**src/design/stl_pkg.sv**
```systemverilog
// Shared types, codes and keyword lookup for the source text lexer.
package stl_pkg;

  localparam int LENGTH_BITS_DEF = 16;
  localparam int LINE_BITS_DEF   = 16;
  localparam int TYPE_W          = 6;
  localparam int LEN_W           = 16;
  localparam int LINE_W          = 16;
  localparam int ERR_W           = 2;
  localparam int PREFIX_DEPTH    = 6;

  typedef enum logic [3:0] {
    M_IDLE, M_SLASH, M_DOT, M_NUM, M_NUMDOT, M_IDENT,
    M_STRING, M_COMMENT, M_BANG, M_EQ, M_LT, M_GT
  } mode_t;

  typedef enum logic [1:0] {
    ERR_NONE    = 2'd0,
    ERR_UNEXP   = 2'd1,
    ERR_UNCLOSE = 2'd2
  } err_t;

  localparam logic [5:0] T_END = 6'd0, T_NUM = 6'd1, T_LPAREN = 6'd2, T_RPAREN = 6'd3,
    T_LBRACE = 6'd4, T_RBRACE = 6'd5, T_COMMA = 6'd6, T_DOT = 6'd7, T_MINUS = 6'd8,
    T_PLUS = 6'd9, T_STAR = 6'd10, T_DIV = 6'd11, T_SEMI = 6'd12, T_NE = 6'd13,
    T_NOT = 6'd14, T_EQEQ = 6'd15, T_EQ = 6'd16, T_SHL = 6'd17, T_LE = 6'd18,
    T_LT = 6'd19, T_SHR = 6'd20, T_GE = 6'd21, T_GT = 6'd22, T_STR = 6'd23,
    T_IDENT = 6'd40, T_ERROR = 6'd41;

  // Keyword token codes.
  localparam logic [5:0] T_AND = 6'd24, T_CLASS = 6'd25, T_ELSE = 6'd26, T_IF = 6'd27,
    T_NONE = 6'd28, T_OR = 6'd29, T_LET = 6'd30, T_PRINT = 6'd31, T_RETURN = 6'd32,
    T_SUPER = 6'd33, T_WHILE = 6'd34, T_FALSE = 6'd35, T_FOR = 6'd36, T_FUNC = 6'd37,
    T_THIS = 6'd38, T_TRUE = 6'd39;

  // One emitted token before line stamping.
  typedef struct packed {
    logic [TYPE_W-1:0] ttype;
    logic [31:0]       len;
    logic [ERR_W-1:0]  err;
  } tok_t;

  typedef logic [7:0] prefix_t [PREFIX_DEPTH];

  function automatic logic digit_byte(input logic [7:0] c);
    return c >= 8'h30 && c <= 8'h39;
  endfunction

  function automatic logic name_byte(input logic [7:0] c);
    return (c >= 8'h61 && c <= 8'h7a) || (c >= 8'h41 && c <= 8'h5a) || c == 8'h5f;
  endfunction

  // Whole-text keyword match on the stored prefix.
  function automatic logic [5:0] classify(input prefix_t p, input logic [31:0] len);
    logic [47:0] w;
    logic [5:0] r;
    w = {p[0], p[1], p[2], p[3], p[4], p[5]};
    r = T_IDENT;
    case (len)
      32'd2: begin
        if (w[47:32] == "if") r = T_IF;
        else if (w[47:32] == "or") r = T_OR;
      end
      32'd3: begin
        if (w[47:24] == "and") r = T_AND;
        else if (w[47:24] == "let") r = T_LET;
        else if (w[47:24] == "for") r = T_FOR;
      end
      32'd4: begin
        if (w[47:16] == "else") r = T_ELSE;
        else if (w[47:16] == "none") r = T_NONE;
        else if (w[47:16] == "func") r = T_FUNC;
        else if (w[47:16] == "this") r = T_THIS;
        else if (w[47:16] == "true") r = T_TRUE;
      end
      32'd5: begin
        if (w[47:8] == "class") r = T_CLASS;
        else if (w[47:8] == "print") r = T_PRINT;
        else if (w[47:8] == "super") r = T_SUPER;
        else if (w[47:8] == "while") r = T_WHILE;
        else if (w[47:8] == "false") r = T_FALSE;
      end
      32'd6: begin
        if (w == "return") r = T_RETURN;
      end
      default: r = T_IDENT;
    endcase
    return r;
  endfunction

endpackage

```
**src/design/stl_out_queue.sv**
```systemverilog
// Result queue that spreads up to three tokens of one character over output cycles.
module stl_out_queue #(
  parameter int DEPTH = 8
) (
  input  logic                      clk,
  input  logic                      rst,
  input  logic                      push_valid,
  input  logic [1:0]                push_count,
  input  logic [stl_pkg::TYPE_W+stl_pkg::LEN_W+stl_pkg::LINE_W+stl_pkg::ERR_W+1-1:0]
                                    push_word [3],
  output logic                      has_room,
  output logic                      pop_valid,
  input  logic                      pop_stall,
  output logic [stl_pkg::TYPE_W+stl_pkg::LEN_W+stl_pkg::LINE_W+stl_pkg::ERR_W+1-1:0]
                                    pop_word
);
  import stl_pkg::*;
  localparam int WW = TYPE_W + LEN_W + LINE_W + ERR_W + 1;
  localparam int AW = $clog2(DEPTH);

  logic [WW-1:0] mem [DEPTH];
  logic [AW-1:0] rd_ptr, wr_ptr;
  logic [AW:0]   fill, fill_next;
  logic          pop;
  logic [AW:0]   pushed;

  assign pop       = pop_valid && !pop_stall;
  assign pop_valid = fill != '0;
  assign pop_word  = mem[rd_ptr];
  assign pushed    = push_valid ? (AW+1)'(push_count) : '0;
  // Hold room for a full three-token burst.
  assign has_room  = fill <= (AW+1)'(DEPTH - 3);
  assign fill_next = fill + pushed - (AW+1)'(pop);

  always_ff @(posedge clk) begin
    if (rst) begin
      rd_ptr <= '0;
      wr_ptr <= '0;
      fill   <= '0;
    end else begin
      fill   <= fill_next;
      wr_ptr <= wr_ptr + AW'(pushed);
      if (pop) rd_ptr <= rd_ptr + AW'(1);
    end
  end

  always_ff @(posedge clk) begin
    for (int i = 0; i < 3; i++) begin
      if (push_valid && i < push_count) mem[wr_ptr + AW'(i)] <= push_word[i];
    end
  end
endmodule

```
**src/design/source_text_lexer_top.sv**
```systemverilog
// Top level of the streaming source text lexer.
// Usage:
//   Input channel: one source byte per word on char_code with in_valid/in_stall.
//   Code 0 ends the text: any pending token is flushed, END is emitted and the
//   scanner returns to its reset state, ready for the next text.
//   Output channel: one token per word (token_type, token_length, line_number,
//   error_kind, last_of_run) with out_valid/out_stall. last_of_run marks the
//   final token caused by one input byte; a byte may cause zero to three tokens.
// Throughput:
//   One byte is scanned per cycle, while in_stall is low, in a single registered
//   pass; its tokens are written to an eight-word result queue and leave it in
//   order, one token per cycle while out_stall is low. Sustained rate is one byte
//   per cycle while the receiver drains tokens as fast as they are made.
// Stall:
//   The queue keeps room for a three-token burst; when it fills, in_stall rises
//   and bytes wait upstream. Nothing is dropped.
// Reset:
//   rst (synchronous, high) empties the queue and sets mode idle, line 1.
module source_text_lexer_top #(
  parameter int LENGTH_BITS = stl_pkg::LENGTH_BITS_DEF,
  parameter int LINE_BITS   = stl_pkg::LINE_BITS_DEF
) (
  input  logic                          clk,
  input  logic                          rst,
  input  logic                          in_valid,
  output logic                          in_stall,
  input  logic [7:0]                    char_code,
  output logic                          out_valid,
  input  logic                          out_stall,
  output logic [stl_pkg::TYPE_W-1:0]    token_type,
  output logic [stl_pkg::LEN_W-1:0]     token_length,
  output logic [stl_pkg::LINE_W-1:0]    line_number,
  output logic [stl_pkg::ERR_W-1:0]     error_kind,
  output logic                          last_of_run
);
  import stl_pkg::*;
  localparam int WW = TYPE_W + LEN_W + LINE_W + ERR_W + 1;
  localparam logic [31:0] LEN_MAX  = 32'((64'd1 << LENGTH_BITS) - 64'd1);
  localparam logic [31:0] LINE_MAX = 32'((64'd1 << LINE_BITS) - 64'd1);

  // Scanner state.
  mode_t       mode, mode_next;
  logic [31:0] lex_len, lex_len_next;
  logic [31:0] line_cnt, line_cnt_next;
  prefix_t     prefix;
  logic        frac, frac_next;
  logic        pfx_we;
  logic [2:0]  pfx_idx;

  logic        accept;
  logic [7:0]  c;
  tok_t        toks [3];
  logic [31:0] tok_line [3];
  logic [1:0]  ntok;
  logic        room;
  logic [WW-1:0] words [3];
  logic [WW-1:0] head;

  assign accept = in_valid && !in_stall;
  assign in_stall = !room;
  assign c = char_code;

  function automatic logic [31:0] sat_inc(input logic [31:0] v, input logic [31:0] n,
                                          input logic [31:0] mx);
    logic [32:0] s;
    s = {1'b0, v} + {1'b0, n};
    return (s > {1'b0, mx}) ? mx : s[31:0];
  endfunction

  always_comb begin
    logic absorbed;
    mode_next     = mode;
    lex_len_next  = lex_len;
    line_cnt_next = line_cnt;
    frac_next     = frac;
    pfx_we        = 1'b0;
    pfx_idx       = '0;
    ntok          = '0;
    absorbed      = 1'b0;
    for (int i = 0; i < 3; i++) begin
      toks[i] = '{ttype: T_END, len: '0, err: ERR_NONE};
      tok_line[i] = line_cnt;
    end

    // Offer the byte to the pending token.
    if (mode != M_IDLE) begin
      mode_next = M_IDLE;
      case (mode)
        M_SLASH: begin
          if (c == "/") begin
            mode_next = M_COMMENT; absorbed = 1'b1;
          end else begin
            toks[0] = '{T_DIV, 32'd1, ERR_NONE}; ntok = 2'd1;
          end
        end
        M_DOT: begin
          if (digit_byte(c)) begin
            mode_next = M_NUM; lex_len_next = 32'd2; frac_next = 1'b0; absorbed = 1'b1;
          end else begin
            toks[0] = '{T_DOT, 32'd1, ERR_NONE}; ntok = 2'd1;
          end
        end
        M_NUM: begin
          if (digit_byte(c)) begin
            mode_next = M_NUM; lex_len_next = sat_inc(lex_len, 32'd1, LEN_MAX);
            absorbed = 1'b1;
          end else if (c == "." && !frac) begin
            mode_next = M_NUMDOT; absorbed = 1'b1;
          end else begin
            toks[0] = '{T_NUM, lex_len, ERR_NONE}; ntok = 2'd1;
          end
        end
        M_NUMDOT: begin
          if (digit_byte(c)) begin
            mode_next = M_NUM; frac_next = 1'b1;
            lex_len_next = sat_inc(lex_len, 32'd2, LEN_MAX); absorbed = 1'b1;
          end else begin
            toks[0] = '{T_NUM, lex_len, ERR_NONE};
            toks[1] = '{T_DOT, 32'd1, ERR_NONE}; ntok = 2'd2;
          end
        end
        M_IDENT: begin
          if (name_byte(c) || digit_byte(c)) begin
            mode_next = M_IDENT;
            if (lex_len < 32'(PREFIX_DEPTH)) begin
              pfx_we = 1'b1; pfx_idx = lex_len[2:0];
            end
            lex_len_next = sat_inc(lex_len, 32'd1, LEN_MAX); absorbed = 1'b1;
          end else begin
            toks[0] = '{classify(prefix, lex_len), lex_len, ERR_NONE}; ntok = 2'd1;
          end
        end
        M_STRING: begin
          if (c == 8'd0) begin
            toks[0] = '{T_ERROR, lex_len, ERR_UNCLOSE}; ntok = 2'd1;
          end else begin
            lex_len_next = sat_inc(lex_len, 32'd1, LEN_MAX); absorbed = 1'b1;
            if (c == 8'h22) begin
              toks[0] = '{T_STR, lex_len_next, ERR_NONE}; ntok = 2'd1;
            end else begin
              if (c == 8'h0a) line_cnt_next = sat_inc(line_cnt, 32'd1, LINE_MAX);
              mode_next = M_STRING;
            end
          end
        end
        M_COMMENT: begin
          if (c != 8'h0a && c != 8'd0) begin
            mode_next = M_COMMENT; absorbed = 1'b1;
          end
        end
        M_BANG: begin
          if (c == "=") begin
            toks[0] = '{T_NE, 32'd2, ERR_NONE}; absorbed = 1'b1;
          end else toks[0] = '{T_NOT, 32'd1, ERR_NONE};
          ntok = 2'd1;
        end
        M_EQ: begin
          if (c == "=") begin
            toks[0] = '{T_EQEQ, 32'd2, ERR_NONE}; absorbed = 1'b1;
          end else toks[0] = '{T_EQ, 32'd1, ERR_NONE};
          ntok = 2'd1;
        end
        M_LT: begin
          if (c == "<") begin
            toks[0] = '{T_SHL, 32'd2, ERR_NONE}; absorbed = 1'b1;
          end else if (c == "=") begin
            toks[0] = '{T_LE, 32'd2, ERR_NONE}; absorbed = 1'b1;
          end else toks[0] = '{T_LT, 32'd1, ERR_NONE};
          ntok = 2'd1;
        end
        M_GT: begin
          if (c == ">") begin
            toks[0] = '{T_SHR, 32'd2, ERR_NONE}; absorbed = 1'b1;
          end else if (c == "=") begin
            toks[0] = '{T_GE, 32'd2, ERR_NONE}; absorbed = 1'b1;
          end else toks[0] = '{T_GT, 32'd1, ERR_NONE};
          ntok = 2'd1;
        end
        default: mode_next = M_IDLE;
      endcase
    end
    for (int i = 0; i < 3; i++) tok_line[i] = line_cnt_next;

    // Start a fresh token when the byte was not absorbed.
    if (!absorbed) begin
      case (c) inside
        8'd0: begin
          toks[ntok] = '{T_END, 32'd0, ERR_NONE}; tok_line[ntok] = line_cnt_next;
          ntok = ntok + 2'd1;
          mode_next = M_IDLE; lex_len_next = '0; line_cnt_next = 32'd1; frac_next = 1'b0;
        end
        8'h20, 8'h0d, 8'h09: ;
        8'h0a: line_cnt_next = sat_inc(line_cnt_next, 32'd1, LINE_MAX);
        "/": begin mode_next = M_SLASH;  lex_len_next = 32'd1; end
        ".": begin mode_next = M_DOT;    lex_len_next = 32'd1; end
        8'h22: begin mode_next = M_STRING; lex_len_next = 32'd1; end
        "!": begin mode_next = M_BANG;   lex_len_next = 32'd1; end
        "=": begin mode_next = M_EQ;     lex_len_next = 32'd1; end
        "<": begin mode_next = M_LT;     lex_len_next = 32'd1; end
        ">": begin mode_next = M_GT;     lex_len_next = 32'd1; end
        "(", ")", "{", "}", ",", "-", "+", "*", ";": begin
          case (c)
            "(": toks[ntok].ttype = T_LPAREN;
            ")": toks[ntok].ttype = T_RPAREN;
            "{": toks[ntok].ttype = T_LBRACE;
            "}": toks[ntok].ttype = T_RBRACE;
            ",": toks[ntok].ttype = T_COMMA;
            "-": toks[ntok].ttype = T_MINUS;
            "+": toks[ntok].ttype = T_PLUS;
            "*": toks[ntok].ttype = T_STAR;
            default: toks[ntok].ttype = T_SEMI;
          endcase
          toks[ntok].len = 32'd1; toks[ntok].err = ERR_NONE;
          ntok = ntok + 2'd1;
        end
        default: begin
          if (digit_byte(c)) begin
            mode_next = M_NUM; lex_len_next = 32'd1; frac_next = 1'b0;
          end else if (name_byte(c)) begin
            mode_next = M_IDENT; lex_len_next = 32'd1; pfx_we = 1'b1; pfx_idx = 3'd0;
          end else begin
            toks[ntok] = '{T_ERROR, 32'd1, ERR_UNEXP}; ntok = ntok + 2'd1;
          end
        end
      endcase
    end
  end

  // Build queue words; mark the last token of this byte.
  always_comb begin
    for (int i = 0; i < 3; i++) begin
      words[i] = {toks[i].ttype, toks[i].len[LEN_W-1:0], tok_line[i][LINE_W-1:0],
                  toks[i].err, (2'(i) == ntok - 2'd1)};
    end
  end

  always_ff @(posedge clk) begin
    if (rst) begin
      mode     <= M_IDLE;
      lex_len  <= '0;
      line_cnt <= 32'd1;
      frac     <= 1'b0;
    end else if (accept) begin
      mode     <= mode_next;
      lex_len  <= lex_len_next;
      line_cnt <= line_cnt_next;
      frac     <= frac_next;
    end
  end

  // Identifier prefix store: written only, no reset.
  always_ff @(posedge clk) begin
    if (accept && pfx_we) prefix[pfx_idx] <= c;
  end

  stl_out_queue #(.DEPTH(8)) u_queue (
    .clk        (clk),
    .rst        (rst),
    .push_valid (accept && ntok != 2'd0),
    .push_count (ntok),
    .push_word  (words),
    .has_room   (room),
    .pop_valid  (out_valid),
    .pop_stall  (out_stall),
    .pop_word   (head)
  );

  assign {token_type, token_length, line_number, error_kind, last_of_run} = head;
endmodule

```
**config.mk**
```make
export PLATFORM = sky130hd
export DESIGN_NAME = source_text_lexer_top
export DESIGN_NICKNAME = d
export VERILOG_FILES = /design/src/design/stl_pkg.sv /design/src/design/stl_out_queue.sv /design/src/design/source_text_lexer_top.sv
export SDC_FILE = /design/constraint.sdc
export NUM_CORES = 1
export LEC_CHECK = 0
export ABC_AREA = 1
export ABC_CLOCK_PERIOD_IN_PS = 12300
export BUFFER_PORTS_ARGS = -buffer_cell sky130_fd_sc_hd__buf_2
export CAP_MARGIN = 20
export CELL_PAD_IN_SITES_DETAIL_PLACEMENT = 1
export CELL_PAD_IN_SITES_GLOBAL_PLACEMENT = 2
export CORE_UTILIZATION = 39
export CTS_CLUSTER_DIAMETER = 60
export DETAILED_ROUTE_END_ITERATION = 8
export GPL_TIMING_DRIVEN = 0
export PLACE_DENSITY_LB_ADDON = 0.1
export SYNTH_ARGS = -nofsm -noshare
export SYNTH_HDL_FRONTEND = slang
export SYNTH_HIERARCHICAL = 1
export SYNTH_SLANG_ARGS = --single-unit
```
**constraint.sdc**
```tcl
create_clock -name clk -period 12.3 [get_ports clk]
set_input_delay 1.23 -clock clk [delete_from_list [all_inputs] [get_ports clk]]
set_output_delay 1.23 -clock clk [all_outputs]
set_load 0.1 [all_outputs]
```
==> flow_summary.yaml <==
worst_setup_path:
  cp_max_fo: 41
  path_common_cell: "nand2_1"
  reg2reg_from: "mode[0]"
  ff2ff_setup_slack_ps: 5900
  required_ps: 12390
  reg2reg_to: "u_queue/mem[0][5]"
  worstRegToRegCells: 19
  cp_slowest_cell: "nand3_4"
  startpoint_type: "input port"
  critPathArrivalTime_ps: 8240
  crit_type: "input port to flip-flop"
  endpoint_kind: "flip-flop"
  crit_end: "u_queue/mem[0][5]"
  cp_cell_sequence: "buf_2 -> nor2_1 -> nand2_1 -> nor2_1 -> nand2_1 -> clkinv_1 -> nor2_1 -> inv_1 -> nor2_1 -> inv_1 -> nand4_1 -> inv_1 -> ha_1 -> nand2_1 -> nand2_1 -> o221ai_1 -> a21oi_1 -> nand2_1 -> nor2_4 -> nand2_1 -> clkbuf_1 -> nand3_4"
  crit_start: "char_code[6]"
  critPathMaxStageDelay_ps: 890
power_and_ir_drop:
  power_frac_seq_pct: 25.1
  swShare_pct: 51.9
  clkPwrFrac_pct: 25.1
  p_leak_nw: 17.8
  p_per_area_nw_per_um2: 204
  p_comb_share_pct: 49.9
  peakVddDrop_mv: 0.131
  switchingPower_mw: 4.25
  p_int_mw: 3.94
synth:
  synthAdderAreaFrac_pct: 0.880
  synth_compound_area_share_pct: 9.08
  async_flop_share_pct: 0
  ys_seq_area_share_pct: 36.1
  syn_area_um2: 35800
  yosys.area_share.simple_pct: 42.6
  synth_flop_cell: "edfxtp_1"
  synth_area_leader_cell: "edfxtp_1"
  synth_cell_types: 60
  synthMuxAreaShare_pct: 0
  syn_inst: 5428
  synth_top_area_share_pct: 31.5
  yosys_warnings: 6
  ys_ff_latch: 458
  netlist_top_cells_area: "edfxtp_1 32%, nand2_1 17%, nand3_1 8.2%"
  synth_top_family_by_area: "simple AND/OR/NAND/NOR gates"
  avgSynthCellArea_um2: 6.60
  synthXorXnorAreaFrac_pct: 1.37
  synth_edf_count: 376
floorplan:
  core_um2: 90600
  die_area_um2: 93100
  die_y_um: 305
  dieWidth_um: 305
  pin_count: 55
  start_util_pct: 39.6
  rows: 110
global_route:
  grt_max_degree: 42
  grt_pass1_wl_um: 261000
  antenna_found_initial: 4
  grt_use_met3_pct: 7.45
  grtUsageMet1_pct: 46.4
  grt_use_total_pct: 37.4
  grt_pass1_vias: 40397
  grt_overflow: 0
  global_route.usage.met2_pct: 61.6
  grt.busiest_layer: "met2"
hold_path:
  hold_path_class: "flip-flop to flip-flop"
route:
  drc: 0
  ant_nets: 0
  wl_um: 177000
  firstDrtPassIters: 5
  num_vias: 40326
  drtIter0Drc: 4035
  wl_per_cell_um: 25.9
  drt-vias-per-instance: 5.92
run:
  maxCapViolations: 0
outcome:
  outcome: "completed"
cts:
  holdBufCountCts: 0
  cts_tree: "done"
  h-tree-depth: 3
  post_cts_resized: 0
  insertion_delay_ps: 660
  root_buffer: "clkbuf_16"
  cts_buffer_depth: 3
  cts.sink_count: 458
  cts_setup_buffers: 0
  clkTransAtPathRegs_ps: 60
  cts_buffers: 67
placement:
  dpl_cell_area_um2: 37900
  numPlacedInstances: 6696
  place_hpwl_um: 128000
  place_congestion: 0.974
  port_buffers: 54
cells_and_area:
  syn_to_final_growth_pct: 12.3
  final_area_um2: 40200
  multi_input_area_um2: 19500
  final_cells: 6817
  diodes: 0
  num-fill-cells: 11974
  final_cell_mix: "1580 x nand2_1, 650 x nor2_1, 580 x nand3_1"
  layout-drive-gt1-share_pct: 9.01
  nets: 5627
  final_util_pct: 44.4
  seq_area_um2: 12900
  layout_commonest_cell: "nand2_1"
timing:
  fmax_ghz: 0.123
  setup_viol: 0
  rsz0062_at_grt: "false"
  finalCriticalPeriod_ps: 8160
  hold_viol: 0
  fin_skew_ps: 30.1
  slew_headroom_pct: 26.6
  period_share_pct: 66.3
  maxSlewViolCount: 0
  setup_tns_ps: 0
  hold_ws_ps: 500
  worstMarginPinSlew_ps: 1100
## power by group through the flow
stage	combinational, mW	clock, mW	sequential [mW]
after global routing	4.29	2.13	2.07
after detailed placement	3.95	0	2.08
after floorplan	2.57	0	2.06
after global placement	3.87	0	2.10
after CTS	3.96	2.08	2.05
final	4.08	2.05	2.05
## routing by layer
layer / up-vias / part of all wire (%)
li1: 18542 / -
met4: 4 / 5.3
met2: 1862 / 46
met5: - / 0.012
met3: 476 / 8.3
met1: 19442 / 40
## sequential cells by signal, summed over array words and instances, names as in the netlist, named ones only
register / count
mode: 4
prefix: 48
u_queue/fill: 4
u_queue/wr_ptr: 3
line_cnt: 32
u_queue/rd_ptr: 3
lex_len: 32
u_queue/mem: 328
frac: 1
## synth_stat cells (7+ instances only)
| library cell | instances |
|---|---|
| xor2_1 | 48 |
| nand2_2 | 34 |
| nand3_2 | 13 |
| a31oi_1 | 29 |
| inv_1 | 430 |
| ha_1 | 22 |
| xnor2_1 | 8 |
| nor3_1 | 67 |
| nand3_1 | 588 |
| nand2_1 | 1580 |
| nor2_2 | 25 |
| nor4_1 | 31 |
| a22oi_1 | 8 |
| dfxtp_1 | 82 |
| inv_2 | 16 |
| nor2_1 | 650 |
| clkbuf_2 | 40 |
| edfxtp_1 | 376 |
| o21ai_1 | 36 |
| nand4_1 | 391 |
| buf_1 | 31 |
| clkbuf_1 | 171 |
| nor2_4 | 14 |
| o21ai_0 | 321 |
| o22ai_1 | 13 |
| a21oi_1 | 154 |
| buf_2 | 136 |
| buf_4 | 23 |
| o211ai_1 | 18 |
| nand2_4 | 7 |
## worst min path at each step
stage,to,slack (ps),depth (start not counted),startpoint
global route,flip-flop,540,2,u_queue/rd_ptr[1]
CTS,u_queue/rd_ptr[1],500,2,u_queue/rd_ptr[1]
finish,flip-flop,500,2,u_queue/rd_ptr[1]
global placement,u_queue/rd_ptr[1],480,2,u_queue/rd_ptr[1]
floorplan,frac,460,2,frac
detailed placement,u_queue/rd_ptr[1],490,2,u_queue/rd_ptr[1]
## metrics by stage
step	power [mW]	worst slack, ps
after detailed placement	6.03	3730
after global routing	8.49	3890
after CTS	8.10	4390
after global placement	5.97	1490
after floorplan	4.64	6380
final	8.19	4140
## final cells by class
| type | count | area share, % |
|---|---|---|
| plain buffers | 406 | 4.69 |
| repair buffers | 61 | 0.964 |
| clock buffers | 74 | 4.23 |
| clock inverters | 45 | 1.51 |
| multi-input cells | 4145 | 48.6 |
| inverters | 452 | 4.22 |
| well taps | 1176 | 3.66 |
| flip-flops and latches | 458 | 32.1 |
## worst max-delay path: cells and delay by family
kind,cells,cell delay (ps)
simple gates,13,4000
buf+inv,6,1970
compound gates,2,620
fa+ha+maj,1,320
## cells by family (layout without fill, tap and decap cells)
group	Yosys count	count (layout)
AO/OA/AOI/OAI	606	606
XOR/XNOR	56	56
adder cells (fa/ha/maj)	24	24
buffers and inverters	858	1038
flip-flops	458	458
other	1	34
AND/OR/NAND/NOR	3425	3425
No activity file was read; power rests on OpenSTA's default activity.
